===== config.mk =====
export PLATFORM = sky130hd
export DESIGN_NAME = tsd_div
export DESIGN_NICKNAME = d
export VERILOG_FILES = /design/src/hdl/tsd_div.sv
export SDC_FILE = /design/constraint.sdc
export NUM_CORES = 1
export LEC_CHECK = 0
export ABC_AREA = 1
export BUFFER_PORTS_ARGS = -buffer_cell sky130_fd_sc_hd__buf_2
export CAP_MARGIN = 20
export CELL_PAD_IN_SITES_DETAIL_PLACEMENT = 1
export CELL_PAD_IN_SITES_GLOBAL_PLACEMENT = 2
export CORE_MARGIN = 5
export CORE_UTILIZATION = 30
export CTS_BUF_LIST = sky130_fd_sc_hd__clkbuf_4 sky130_fd_sc_hd__clkbuf_8 sky130_fd_sc_hd__clkbuf_16
export DETAILED_ROUTE_END_ITERATION = 6
export GPL_TIMING_DRIVEN = 0
export PLACE_DENSITY = 0.85
export SLEW_MARGIN = 20
export SYNTH_ARGS = -nofsm -noshare
export SYNTH_HDL_FRONTEND = slang
export SYNTH_SLANG_ARGS = --single-unit

===== constraint.sdc =====
create_clock -name clk -period 2.45 [get_ports clk]
set_input_delay 0.1225 -clock clk [delete_from_list [all_inputs] [get_ports clk]]
set_output_delay 0.1225 -clock clk [all_outputs]
set_load 0.01 [all_outputs]

===== src/hdl/tsd_div.sv =====
// ----------------------------------------------------------------------------
// tsd_div: restoring divider, one quotient bit per cycle
// Latches operands on start, pulses done after DVD_W steps.
// ----------------------------------------------------------------------------
module tsd_div #(
  parameter int DVD_W = 21,
  parameter int DVS_W = 16
) (
  input  logic             clk,
  input  logic             rst_n,
  input  logic             start,
  input  logic [DVD_W-1:0] dividend,
  input  logic [DVS_W-1:0] divisor,
  output logic             done,
  output logic [DVD_W-1:0] quotient
);

  localparam int CNT_W = $clog2(DVD_W + 1);

  logic             run_r;
  logic             done_r;
  logic [CNT_W-1:0] cnt_r;
  logic [DVS_W-1:0] rem_r;
  logic [DVD_W-1:0] quo_r;
  logic [DVS_W-1:0] dvs_r;

  logic [DVS_W:0]   trial;
  logic [DVS_W+1:0] diff;
  logic             fits;
  logic [DVS_W-1:0] rem_nxt;
  logic [DVD_W-1:0] quo_nxt;

  // shift in the next dividend bit, subtract if it fits
  always_comb begin
    trial   = {rem_r, quo_r[DVD_W-1]};
    diff    = {1'b0, trial} - {2'b00, dvs_r};
    fits    = ~diff[DVS_W+1];
    rem_nxt = fits ? diff[DVS_W-1:0] : trial[DVS_W-1:0];
    quo_nxt = {quo_r[DVD_W-2:0], fits};
  end

  always_ff @(posedge clk) begin
    if (!rst_n) begin
      run_r  <= 1'b0;
      done_r <= 1'b0;
      cnt_r  <= '0;
    end else begin
      done_r <= 1'b0;
      if (start) begin
        run_r <= 1'b1;
        cnt_r <= CNT_W'(DVD_W);
      end else if (run_r) begin
        cnt_r <= cnt_r - CNT_W'(1);
        if (cnt_r == CNT_W'(1)) begin
          run_r  <= 1'b0;
          done_r <= 1'b1;
        end
      end
    end
  end

  always_ff @(posedge clk) begin
    if (start) begin
      rem_r <= '0;
      quo_r <= dividend;
      dvs_r <= divisor;
    end else if (run_r) begin
      rem_r <= rem_nxt;
      quo_r <= quo_nxt;
    end
  end

  assign done     = done_r;
  assign quotient = quo_r;

endmodule


==> results.toml <==
[status]
outcome = "completed"

[placement]
dpl.hpwl_um = 7560
gp_congestion = 0.821
place_area_sq_um = 4090
portBuffers = 61
place_inst = 673

[cts]
cts.clk_slew.worst_paths_ns = 0.06
cts_buffers = 9
worstSkewPairLatency_ns = 0.34
clock-root-buffer = "clkbuf_16"
htreeDepth = 3
cts_buffer_depth = 2
cts_tree = "built"
cts.sinks = 60

[critical_path]
cp-end-kind = "flip-flop"
worst-setup-path-type = "flip-flop to flip-flop"
max_stage_delay_ns = 0.46
cp_num_buf_inv = 2
cp_max_fo = 4
crit_family = "simple AND/OR/NAND/NOR gates"
critPathRequiredTime_ns = 2.68
start_kind = "flip-flop"
arrival_ns = 2.44
crit_chain = "inv_1 -> ha_1 -> inv_1 -> fa_1 -> nand3_1 -> nand3_1 -> nand2_1 -> nand2_1 -> nand2_1 -> nand2_1 -> nand2_1 -> nand3_2 -> nand2_1 -> nand2_1"
slowest_stage = "fa_1"
crit_top_cell = "nand2_1"

[power_and_ir_drop]
power_frac_comb_pct = 13.2
p_clk_share_pct = 44.5
sw_frac_of_total_pct = 25.7
power_uw = 2800
power.leakage_uw = 0.00231
internal_power_uw = 2080
power_density_nw_per_um2 = 617
p_switching_uw = 720
ir_worst_vdd_v = 0.000344
seqPwrFrac_pct = 42.4

[yosys]
syn-instance-count = 465
yosys_most_used_dff = "edfxtp_1"
synthTopCellsByCount = "nand2_1 (165), inv_1 (78), nand3_1 (42)"
ys_ff_latch = 60
seq_area_frac_synth_pct = 43.7
syn-num-nets = 524
syn_area_sq_um = 3600
syn_area_per_cell_sq_um = 7.74
synth_warnings = 0
yosys.area.top_type = "edfxtp_1"
synth_edf_count = 37
netlist_top_cells_area = "edfxtp_1 (31%), nand2_1 (17%), dfxtp_1 (13%)"
async_reset_ff_share_pct = 0
yosysTopAreaCellShare_pct = 30.9
synth_most_common_cell = "nand2_1"
ys_types = 38

[layout]
post-route-util_pct = 38.3
multiInputGateArea_sq_um = 1660
seq_area_sq_um = 1570
fin_nets = 612
num-fill-cells = 1484
fin_cells = 705
layout-drive-gt1-share_pct = 18.6
area_delta_synth_final_pct = 26.2
stdcell_area_sq_um = 4540
antenna_cells = 0

[floorplanning]
io_pins = 62
rows = 40
die_area_sq_um = 14300
initial_core_util_pct = 30.3
die_h_um = 120
die_x_um = 120
core_region_area_sq_um = 11900

[global_routing]
grt_overflow = 0
grt_usage_pct = 14.8
grt_max_degree = 31
antenna_found_initial = 0
grt_pass1_vias = 3562
grt_first_pass_wirelength_um = 17000

[detailed_routing]
antenna_left = 0
routedWlPerCell_um = 14.1
firstDrtPassIters = 4
routed_via_density = 4.63
drt_iter0_markers = 106
drc = 0
wl_met1_um = 4510
highest_layer = "met4"
wl_met2_um = 4700
vias = 3264
routed_wl_um = 9930
dr_wl_met3_um = 571

[timing]
skew_ns = 0.00716
tightest_slew_ns = 0.563
finalCriticalPeriod_ns = 2.21
hold_violations = 0
rsz0062_at_grt = "no"
min_period_over_period_pct = 90.1
drv_slew = 0
slew-limit-headroom_pct = 62.3
setup_violations = 0
max_freq_mhz = 453

[hold_path]
hold_class = "input port to flip-flop"

[job]
maxCapViolCount = 0
==> worst register-to-register path, delay by kind of cell, from the launching register on <==
| kind | cells | cell delay [ns] |
|---|---|---|
| AND/OR/NAND/NOR | 10 | 0.93 |
| adder cells (fa/ha/maj) | 2 | 0.61 |
| flip-flops | 1 | 0.38 |
| buffers and inverters | 2 | 0.17 |
==> routing by layer <==
layer | GRT usage, % | vias to the layer above
met2 | 24.2 | 70
met3 | 5.18 | 11
met5 | 0 | -
met1 | 18.0 | 1529
li1 | - | 1654
met4 | 5.30 | 0
==> path summary, 6_finish.rpt <==
check,startpoint,end,slack (ns),cells after the start
setup / recovery,quotient[20],rem_r[14],0.24,14
setup reg to reg,quotient[20],rem_r[14],0.24,14
hold reg to reg,rem_r[10],rem_r[10],0.48,2
hold / removal,dividend[7],quotient[7],0.05,3
==> per-stage QoR <==
stage | setup slack [ns] | setup TNS (ns) | hold WS, ns
3_3_place_gp | -0.266 | -7.22 | 0.301
5_1_grt | 0.0618 | 0 | 0.0505
3_5_place_dp | -0.332 | -9.06 | 0.301
2_1_floorplan | 0.529 | 0 | 0.221
4_1_cts | 0.228 | 0 | 0.0427
6_report | 0.242 | 0 | 0.0547
==> cell families after synthesis <==
group | Yosys count | synth area share [%]
simple gates | 260 | 32.7
fa+ha+maj | 19 | 6.82
buf+inv | 89 | 10.2
compound gates | 30 | 4.90
xor+xnor | 7 | 1.70
flops | 60 | 43.7
==> state kept, by name, summed over array words and instances, names as in the netlist <==
| signal | flops |
|---|---|
| done | 1 |
| rem_r | 16 |
| cnt_r | 5 |
| run_r | 1 |
| quotient | 21 |
| dvs_r | 16 |
==> power groups by stage <==
stage,sequential [uW],combinational (uW),clock [uW]
6_report,1190,368,1240
5_1_grt,1190,420,1330
4_1_cts,1190,377,1280
3_5_place_dp,1210,355,0
3_3_place_gp,1210,344,0
2_1_floorplan,1220,197,0
==> cell type report <==
cell class,instances,area share (%)
repair buffers,77,10.3
plain buffers,10,1.54
inverters,79,6.56
clock inverters,7,1.49
multi-input cells,316,36.5
clock buffers,9,4.96
well taps,147,4.05
flip-flops and latches,60,34.6
==> cells in the final DEF, fill, tap and decap left out, types with 2 or more instances in the layout <==
cell,count
xor2_1,2
a21oi_1,12
dlygate4sd3_1,16
and2_1,2
clkinv_1,2
nand2_4,2
clkbuf_16,9
nor3_1,3
nand2_2,3
o21ai_1,3
clkbuf_1,5
dfxtp_1,23
ha_1,18
nor2_2,3
nand2_1,165
o21ai_0,8
nand4_1,6
edfxtp_1,37
buf_2,61
nor2_1,18
clkinv_4,2
xnor2_1,5
nand3_1,42
inv_1,78
clkinv_2,2
nand3_2,10
nand3b_1,3
==> what timing repair did <==
item	4_1_cts	5_1_grt
resized for setup	1	0
buffers inserted	0	0
setup endpoints to repair	29	0
hold buffers	16	0
endpoints found under the hold margin	16	0
Note: power is estimated with default switching activity, not from simulation.
